<file path="config.mk">
export PLATFORM = sky130hd
export DESIGN_NAME = sample_moving_average
export DESIGN_NICKNAME = d
export VERILOG_FILES = /design/src/sma_pkg.sv /design/src/sma_ctrl.sv /design/src/sma_datapath.sv /design/src/sample_moving_average.sv
export VERILOG_INCLUDE_DIRS = /design/src /design/src/src
export SDC_FILE = /design/constraint.sdc
export NUM_CORES = 1
export LEC_CHECK = 0
export BUFFER_PORTS_ARGS = -buffer_cell sky130_fd_sc_hd__buf_2
export CAP_MARGIN = 20
export CORE_ASPECT_RATIO = 1.5
export CORE_MARGIN = 8
export CORE_UTILIZATION = 35
export CTS_CLUSTER_DIAMETER = 80
export DETAILED_ROUTE_END_ITERATION = 12
export GPL_TIMING_DRIVEN = 1
export PLACE_DENSITY_LB_ADDON = 0.05
export SLEW_MARGIN = 20
export SYNTH_ARGS = -nofsm -noshare
export SYNTH_HDL_FRONTEND = slang
export SYNTH_SLANG_ARGS = --single-unit
export TNS_END_PERCENT = 50
</file>
<file path="constraint.sdc">
create_clock -name aclk -period 6.19 [get_ports aclk]
set_clock_uncertainty 0.05 [all_clocks]
set_input_delay 0.3095 -clock aclk [delete_from_list [all_inputs] [get_ports aclk]]
set_output_delay 0.3095 -clock aclk [all_outputs]
set_load 0.005 [all_outputs]
</file>
<file path="src/sample_moving_average_defines.svh">
// ----------------------------------------------------------------------------
// sample_moving_average_defines.svh
// Assertion macros shared by the moving average block.
// ----------------------------------------------------------------------------
`ifndef SAMPLE_MOVING_AVERAGE_DEFINES_SVH
`define SAMPLE_MOVING_AVERAGE_DEFINES_SVH

// same-cycle implication, checked on aclk outside reset
`define SMA_ASSERT_IMP(lbl, ante, cons, msg) \
    lbl: assert property (@(posedge aclk) disable iff (!aresetn) (ante) |-> (cons)) \
        else $error(msg);

// next-cycle implication
`define SMA_ASSERT_NXT(lbl, ante, cons, msg) \
    lbl: assert property (@(posedge aclk) disable iff (!aresetn) (ante) |=> (cons)) \
        else $error(msg);

`endif

</file>
<file path="src/sma_pkg.sv">
// ----------------------------------------------------------------------------
// sma_pkg
// Shared types and defaults for the sample moving average block.
// ----------------------------------------------------------------------------
package sma_pkg;

    localparam int MAX_WINDOW_DEF  = 64;
    localparam int SAMPLE_BITS_DEF = 12;

    typedef enum logic [2:0] {
        ST_IDLE,
        ST_UPDATE,
        ST_LOAD,
        ST_DIVIDE,
        ST_HOLD
    } sma_state_t;

    // controller -> datapath
    typedef struct packed {
        logic accept;     // capture sample
        logic update;     // ring write, sum and position update
        logic div_load;   // load divider with sum + N/2
        logic div_step;   // one quotient bit
        logic out_load;   // quotient into output register
    } sma_cmd_t;

    // datapath -> controller
    typedef struct packed {
        logic div_last;   // current divide step is the final one
    } sma_status_t;

endpackage

</file>
<file path="src/sma_ctrl.sv">
// ----------------------------------------------------------------------------
// sma_ctrl
// Sequencer for the moving average: accept, update, divide, hand off.
// ----------------------------------------------------------------------------
module sma_ctrl (
    input  logic                aclk,
    input  logic                aresetn,
    input  logic                s_tvalid,
    output logic                s_tready,
    output logic                m_tvalid,
    input  logic                m_tready,
    output sma_pkg::sma_cmd_t    cmd,
    input  sma_pkg::sma_status_t status
);
    import sma_pkg::*;

    sma_state_t state_reg, state_next;
    logic       out_valid_reg, out_valid_next;

    always_ff @(posedge aclk) begin
        if (!aresetn) begin
            state_reg     <= ST_IDLE;
            out_valid_reg <= 1'b0;
        end else begin
            state_reg     <= state_next;
            out_valid_reg <= out_valid_next;
        end
    end

    always_comb begin
        state_next = state_reg;
        cmd        = '0;
        s_tready   = 1'b0;
        unique case (state_reg)
            ST_IDLE: begin
                s_tready = 1'b1;
                if (s_tvalid) begin
                    cmd.accept = 1'b1;
                    state_next = ST_UPDATE;
                end
            end
            ST_UPDATE: begin
                cmd.update = 1'b1;
                state_next = ST_LOAD;
            end
            ST_LOAD: begin
                cmd.div_load = 1'b1;
                state_next   = ST_DIVIDE;
            end
            ST_DIVIDE: begin
                cmd.div_step = 1'b1;
                if (status.div_last) begin
                    state_next = ST_HOLD;
                end
            end
            ST_HOLD: begin
                // output register free, or its transfer completes this cycle
                if (!out_valid_reg || m_tready) begin
                    cmd.out_load = 1'b1;
                    state_next   = ST_IDLE;
                end
            end
            default: begin
                state_next = ST_IDLE;
            end
        endcase
    end

    always_comb begin
        if (cmd.out_load) begin
            out_valid_next = 1'b1;
        end else if (m_tready) begin
            out_valid_next = 1'b0;
        end else begin
            out_valid_next = out_valid_reg;
        end
    end

    assign m_tvalid = out_valid_reg;

endmodule

</file>
<file path="src/sma_datapath.sv">
// ----------------------------------------------------------------------------
// sma_datapath
// Sample ring, running sum, window length and bit-serial divider.
// ----------------------------------------------------------------------------
module sma_datapath #(
    parameter int MAX_WINDOW  = sma_pkg::MAX_WINDOW_DEF,
    parameter int SAMPLE_BITS = sma_pkg::SAMPLE_BITS_DEF
) (
    input  logic                            aclk,
    input  logic                            aresetn,
    input  sma_pkg::sma_cmd_t               cmd,
    output sma_pkg::sma_status_t            status,
    input  logic                            cfg_wen,
    input  logic [$clog2(MAX_WINDOW+1)-1:0] cfg_wdata,
    input  logic [SAMPLE_BITS-1:0]          sample,
    output logic [SAMPLE_BITS-1:0]          average
);
    import sma_pkg::*;

    localparam int LEN_BITS  = $clog2(MAX_WINDOW + 1);
    localparam int POS_BITS  = (MAX_WINDOW > 1) ? $clog2(MAX_WINDOW) : 1;
    localparam int SUM_BITS  = SAMPLE_BITS + $clog2(MAX_WINDOW);
    localparam int DIV_BITS  = SUM_BITS + 1;
    localparam int HI_BITS   = DIV_BITS - SAMPLE_BITS;
    localparam int PROD_BITS = SAMPLE_BITS + LEN_BITS;
    localparam int STEP_BITS = $clog2(SAMPLE_BITS);

    logic [SAMPLE_BITS-1:0] ring_mem [MAX_WINDOW];
    logic [SAMPLE_BITS-1:0] rd_data_reg;

    logic [LEN_BITS-1:0]    len_reg, len_next;
    logic                   primed_reg, primed_next;
    logic                   wrapped_reg, wrapped_next;
    logic [POS_BITS-1:0]    pos_reg, pos_next;
    logic [SUM_BITS-1:0]    sum_reg, sum_next;
    logic [SAMPLE_BITS-1:0] sample_reg;
    logic [SAMPLE_BITS-1:0] prime_val_reg;
    logic [LEN_BITS-1:0]    rem_reg;
    logic [SAMPLE_BITS-1:0] quo_reg;
    logic [STEP_BITS-1:0]   step_reg;
    logic [SAMPLE_BITS-1:0] avg_reg;

    // window length write
    logic [LEN_BITS-1:0] cfg_clamped;
    always_comb begin
        priority if (cfg_wdata == '0) begin
            cfg_clamped = LEN_BITS'(1);
        end else if (cfg_wdata > LEN_BITS'(MAX_WINDOW)) begin
            cfg_clamped = LEN_BITS'(MAX_WINDOW);
        end else begin
            cfg_clamped = cfg_wdata;
        end
    end

    // update step; the first sample after priming stands in for every entry
    // not yet rewritten, tracked by wrapped_reg instead of a fill sweep
    logic [POS_BITS-1:0]    wr_addr;
    logic [LEN_BITS-1:0]    pos_inc;
    logic                   wrap;
    logic [SAMPLE_BITS-1:0] old_entry;
    logic [PROD_BITS-1:0]   fill_prod;

    assign wr_addr   = primed_reg ? pos_reg : '0;
    assign pos_inc   = LEN_BITS'(wr_addr) + LEN_BITS'(1);
    assign wrap      = (pos_inc >= len_reg);
    assign old_entry = wrapped_reg ? rd_data_reg : prime_val_reg;
    assign fill_prod = PROD_BITS'(sample_reg) * PROD_BITS'(len_reg);

    // ring contents are read continuously at the write position
    always_ff @(posedge aclk) begin
        if (cmd.update) begin
            ring_mem[wr_addr] <= sample_reg;
        end
        rd_data_reg <= ring_mem[pos_reg];
    end

    always_comb begin
        len_next     = len_reg;
        primed_next  = primed_reg;
        wrapped_next = wrapped_reg;
        pos_next     = pos_reg;
        sum_next     = sum_reg;
        if (cfg_wen && (cfg_wdata != len_reg)) begin
            len_next    = cfg_clamped;
            primed_next = 1'b0;
        end
        if (cmd.update) begin
            primed_next  = 1'b1;
            pos_next     = wrap ? '0 : pos_inc[POS_BITS-1:0];
            wrapped_next = primed_reg ? (wrapped_reg | wrap) : wrap;
            if (primed_reg) begin
                sum_next = sum_reg - SUM_BITS'(old_entry) + SUM_BITS'(sample_reg);
            end else begin
                sum_next = fill_prod[SUM_BITS-1:0];
            end
        end
    end

    always_ff @(posedge aclk) begin
        if (!aresetn) begin
            len_reg     <= LEN_BITS'(MAX_WINDOW);
            primed_reg  <= 1'b0;
            wrapped_reg <= 1'b0;
            pos_reg     <= '0;
            sum_reg     <= '0;
        end else begin
            len_reg     <= len_next;
            primed_reg  <= primed_next;
            wrapped_reg <= wrapped_next;
            pos_reg     <= pos_next;
            sum_reg     <= sum_next;
        end
    end

    always_ff @(posedge aclk) begin
        if (cmd.accept) begin
            sample_reg <= sample;
        end
        if (cmd.update && !primed_reg) begin
            prime_val_reg <= sample_reg;
        end
    end

    // restoring divider: (sum + N/2) / N, one quotient bit per cycle.
    // The quotient fits SAMPLE_BITS, so the upper dividend bits start below N.
    logic [DIV_BITS-1:0]  dividend;
    logic [HI_BITS-1:0]   dvd_hi;
    logic [LEN_BITS:0]    trial;
    logic [LEN_BITS:0]    trial_diff;
    logic                 trial_ge;

    assign dividend   = DIV_BITS'(sum_reg) + DIV_BITS'(len_reg >> 1);
    assign dvd_hi     = dividend[DIV_BITS-1:SAMPLE_BITS];
    assign trial      = {rem_reg, quo_reg[SAMPLE_BITS-1]};
    assign trial_ge   = (trial >= {1'b0, len_reg});
    assign trial_diff = trial - {1'b0, len_reg};

    always_ff @(posedge aclk) begin
        if (cmd.div_load) begin
            rem_reg <= dvd_hi[LEN_BITS-1:0];
            quo_reg <= dividend[SAMPLE_BITS-1:0];
        end else if (cmd.div_step) begin
            rem_reg <= trial_ge ? trial_diff[LEN_BITS-1:0] : trial[LEN_BITS-1:0];
            quo_reg <= {quo_reg[SAMPLE_BITS-2:0], trial_ge};
        end
        if (cmd.out_load) begin
            avg_reg <= quo_reg;
        end
    end

    always_ff @(posedge aclk) begin
        if (!aresetn) begin
            step_reg <= '0;
        end else if (cmd.div_load) begin
            step_reg <= '0;
        end else if (cmd.div_step) begin
            step_reg <= step_reg + STEP_BITS'(1);
        end
    end

    assign status.div_last = (step_reg == STEP_BITS'(SAMPLE_BITS - 1));
    assign average         = avg_reg;

endmodule

</file>
<file path="src/sample_moving_average.sv">
// ----------------------------------------------------------------------------
// sample_moving_average
// Rounded mean of the last N sensor samples, N set by the window length.
//
//   channel  | dir | handshake         | payload
//   ---------+-----+-------------------+---------------------------
//   s_       | in  | s_tvalid/s_tready | s_tdata: sample
//   m_       | out | m_tvalid/m_tready | m_tdata: average
//   cfg_     | in  | cfg_wen           | cfg_wdata: window_length
//
// One item at a time: after the transfer come the update, divider load, divide
// and hold states; the divider yields one quotient bit per cycle.
// The next sample is taken as soon as the result sits in the output register.
// A stalled output holds the result in the hold state until it is taken.
// No clearing pass after reset; the ring is primed by the first sample.
// ----------------------------------------------------------------------------
`include "sample_moving_average_defines.svh"

module sample_moving_average #(
    parameter int MAX_WINDOW  = sma_pkg::MAX_WINDOW_DEF,
    parameter int SAMPLE_BITS = sma_pkg::SAMPLE_BITS_DEF
) (
    input  logic                                 aclk,
    input  logic                                 aresetn,
    input  logic                                 s_tvalid,
    output logic                                 s_tready,
    input  logic [((SAMPLE_BITS+7)/8)*8-1:0]     s_tdata,   // sample
    output logic                                 m_tvalid,
    input  logic                                 m_tready,
    output logic [((SAMPLE_BITS+7)/8)*8-1:0]     m_tdata,   // average
    input  logic                                 cfg_wen,
    input  logic [$clog2(MAX_WINDOW+1)-1:0]      cfg_wdata  // window_length
);
    import sma_pkg::*;

    localparam int DATA_BITS = ((SAMPLE_BITS + 7) / 8) * 8;

    sma_cmd_t               cmd;
    sma_status_t            status;
    logic [SAMPLE_BITS-1:0] average;

    sma_ctrl u_ctrl (
        .aclk     (aclk),
        .aresetn  (aresetn),
        .s_tvalid (s_tvalid),
        .s_tready (s_tready),
        .m_tvalid (m_tvalid),
        .m_tready (m_tready),
        .cmd      (cmd),
        .status   (status)
    );

    sma_datapath #(
        .MAX_WINDOW  (MAX_WINDOW),
        .SAMPLE_BITS (SAMPLE_BITS)
    ) u_datapath (
        .aclk      (aclk),
        .aresetn   (aresetn),
        .cmd       (cmd),
        .status    (status),
        .cfg_wen   (cfg_wen),
        .cfg_wdata (cfg_wdata),
        .sample    (s_tdata[SAMPLE_BITS-1:0]),
        .average   (average)
    );

    assign m_tdata = DATA_BITS'(average);

    `SMA_ASSERT_NXT(a_one_in_flight, s_tvalid && s_tready, !s_tready, "second sample taken while busy")
    `SMA_ASSERT_IMP(a_no_overwrite, cmd.out_load, !m_tvalid || m_tready, "pending result overwritten")
    `SMA_ASSERT_IMP(a_cmd_onehot, 1'b1, $onehot0(cmd), "more than one datapath command")

endmodule

</file>
==> qor.yml <==
synthesis:
  ys.warnings.count: 0
  ys_types: 70
  ys_seq_elements: 876
  yosys.area.top_type: "edfxtp_1"
  synthesis.area_um2: 38400
  synth_top_flop_cell: "edfxtp_1"
  synth.avg_cell_area_um2: 17.5
  synth.area.top_cells: "edfxtp_1 64%, mux4_2 14%, fa_1 3.2%"
  ys_async_sr_fraction: 0
  ys_seq_area_frac: 0.671
  synth_top_area_share: 0.643
  syn_inst: 2195
  synth_edf_count: 823
final_layout:
  n_antenna_cell: 0
  utilization: 0.401
  final_cells: 3840
  area_delta_synth_final_pct: 14.2
  largest_register_ffs: 768
  design_area_um2: 43900
  multiInputGateArea_um2: 11800
  final_nets: 2503
  fill_cells: 9930
  drive_gt1_frac: 0.228
  regArea_um2: 25800
global_routing:
  grt_busiest_layer: "met2"
  met3_usage: 0.0246
  grt_pass1_vias: 21600
  overflow: 0
  grt_pass1_wl_um: 152000
  grt_use_met2: 0.324
  grt_use_met1: 0.194
  grt_max_degree: 101
  grtUsageTotal: 0.174
  antenna_found_initial: 2
power_and_ir_drop:
  switching_share: 0.239
  p_seq_frac: 0.492
  power.switching_mw: 3.23
  ir_drop_mv: 0.193
  p_per_area_nw_per_um2: 308
  leakage_nw: 14.5
  pwr-share-clk: 0.404
  finalPower_mw: 13.5
  p_int_mw: 10.3
  combPwrFrac: 0.104
timing:
  final_max_slew_viol_count: 0
  rsz0062_at_grt: "false"
  setup_viol: 0
  fmax_mhz: 195
  slew_headroom: 0.276
  finalHoldViolCount: 0
  period_share: 0.827
  setup_slack_ns: 1.07
  fin_tns_setup_ns: 0
  worst_slew_pin_slew_ns: 1.08
  period_needed_ns: 5.12
  hold_ws_ns: 0.0583
floorplan:
  core_um2: 109000
  rows: 149
  dieWidth_um: 286
  ios: 46
  start_util: 0.351
  die_h_um: 422
  die_area_um2: 121000
detailed_routing:
  vias: 20000
  via_per_inst: 5.20
  post-route-drc-count: 0
  first_pass_iters: 7
  routed_wl_um: 105000
  ant_nets: 0
  routedWlPerCell_um: 27.4
  drtIter0Drc: 1244
place:
  place_congestion: 0.801
  dp_cells: 3651
  place_hpwl_um: 68600
  numPortBuffers: 37
  place_ws_ns: 1.06
  place_area_um2: 40700
cts:
  clock-sinks: 876
  cts-buffers-inserted: 90
  cts-root-buf: "clkbuf_16"
  htreeDepth: 3
  clk_pin_slew_worst_paths_ns: 0.06
  cts_resized: 0
  clk_latency_ns: 0.67
  cts_tree: "done"
  cts_buffer_depth: 3
worst_hold_path:
  whs_endpoint: "u_datapath.len_reg[0]"
  hold_depth: 4
  min_from: "cfg_wdata[0]"
  hp-class: "input port to register"
worst_setup_path:
  r2r_cells: 17
  arrival_ns: 5.62
  endpoint_kind: "register"
  timing.rr.end: "u_datapath.sum_reg[17]"
  critPathKind: "register to register"
  cp-start-kind: "register"
  r2r-start: "u_datapath.sample_reg[2]"
  r2r_slack_ns: 1.07
  crit_start: "u_datapath.sample_reg[2]"
  crit_fanout: 68
  cp_data_required_time_ns: 6.69
outcome:
  status: "completed"
flow_run:
  drv_cap: 0
==> worst max-delay path: stages, from the launching register on <==
cell	delay [ns]
edfxtp_1	0.39
buf_4	0.60
nand2_1	0.18
fa_1	0.52
fa_1	0.50
inv_1	0.05
fa_1	0.48
inv_1	0.05
fa_1	0.47
inv_1	0.04
ha_1	0.32
o211ai_1	0.12
o211ai_1	0.20
nand3_1	0.18
o221ai_1	0.31
a21oi_1	0.13
xnor2_1	0.27
o211ai_1	0.13
==> cells in the mapped netlist (all sizes together), types with 4 or more instances <==
cell	count
a211oi	15
a21boi	15
a21o	15
a21oi	46
a22oi	4
a31oi	6
and2	11
and3	6
buf	49
clkbuf	52
clkinv	5
dfxtp	53
edfxtp	823
fa	62
ha	80
inv	130
mux2	15
mux2i	22
mux4	241
nand2	120
nand2b	11
nand3	26
nand4	12
nor2	162
nor2b	14
nor3	15
nor3b	4
o211ai	6
o21a	5
o21ai	49
o21bai	6
o221ai	6
o22ai	6
o31ai	5
or3b	5
xnor2	37
xor2	18
==> cells by family after synthesis <==
logic type | after synthesis | share of synthesized area
adder cells (fa/ha/maj) | 142 | 0.0584
AO/OA/AOI/OAI | 205 | 0.0346
AND/OR/NAND/NOR | 402 | 0.0467
other | 1 | 0.0000976
buffers and inverters | 236 | 0.0252
multiplexers | 278 | 0.151
XOR/XNOR | 55 | 0.0125
flip-flops | 876 | 0.671
==> area by class of cell <==
type                            instances  area share
Sequential cell                       876       0.588
Tap cell                             1434      0.0409
Timing Repair Buffer                  144      0.0245
Inverter                              135      0.0116
Multi-Input combinational cell       1086       0.268
Clock buffer                          116      0.0553
Clock inverter                         49      0.0118
==> repair_timing <==
action                                  4_1_cts  5_1_grt
setup buffers                                 0        0
endpoints found under the setup margin        0        0
hold endpoints to repair                     21        0
hold buffers                                 24        0
==> metal layers <==
metal | up-vias | routed length, um
li1 | 8820 | -
met2 | 420 | 57900
met3 | 156 | 3830
met5 | - | 0
met4 | 0 | 4670
met1 | 10600 | 38800
==> how the worst max path moves through the flow <==
| stage | cells after the start | end |
|---|---|---|
| after floorplan | 16 | u_datapath.sum_reg[15] |
| after global placement | 17 | u_datapath.sum_reg[14] |
| after detailed placement | 17 | u_datapath.sum_reg[11] |
| after CTS | 17 | u_datapath.sum_reg[11] |
| after global routing | 17 | u_datapath.sum_reg[15] |
| final | 17 | u_datapath.sum_reg[17] |
==> power groups by stage <==
stage / combinational [mW] / sequential, mW / clock (mW)
2_1_floorplan: 0.935 / 6.78 / 0
3_3_place_gp: 1.41 / 6.77 / 0
3_5_place_dp: 1.43 / 6.77 / 0
4_1_cts: 1.45 / 6.64 / 5.61
5_1_grt: 1.55 / 6.65 / 5.81
6_report: 1.41 / 6.64 / 5.45
==> cells in the final DEF, fill, tap and decap left out, types with 24 or more instances in the layout <==
cell | netlist | final
ha_1 | 80 | 80
mux4_2 | 241 | 241
nor2_1 | 162 | 135
edfxtp_1 | 823 | 823
dlygate4sd3_1 | 0 | 24
o21ai_0 | 30 | 30
a21oi_1 | 46 | 46
nor2_2 | 0 | 27
inv_1 | 127 | 127
nand2_1 | 120 | 120
buf_4 | 5 | 81
clkbuf_16 | 0 | 93
dfxtp_1 | 53 | 50
fa_1 | 62 | 62
nand3_1 | 26 | 26
buf_2 | 20 | 37
xnor2_1 | 37 | 37
No activity file was read; power rests on OpenSTA's default activity.
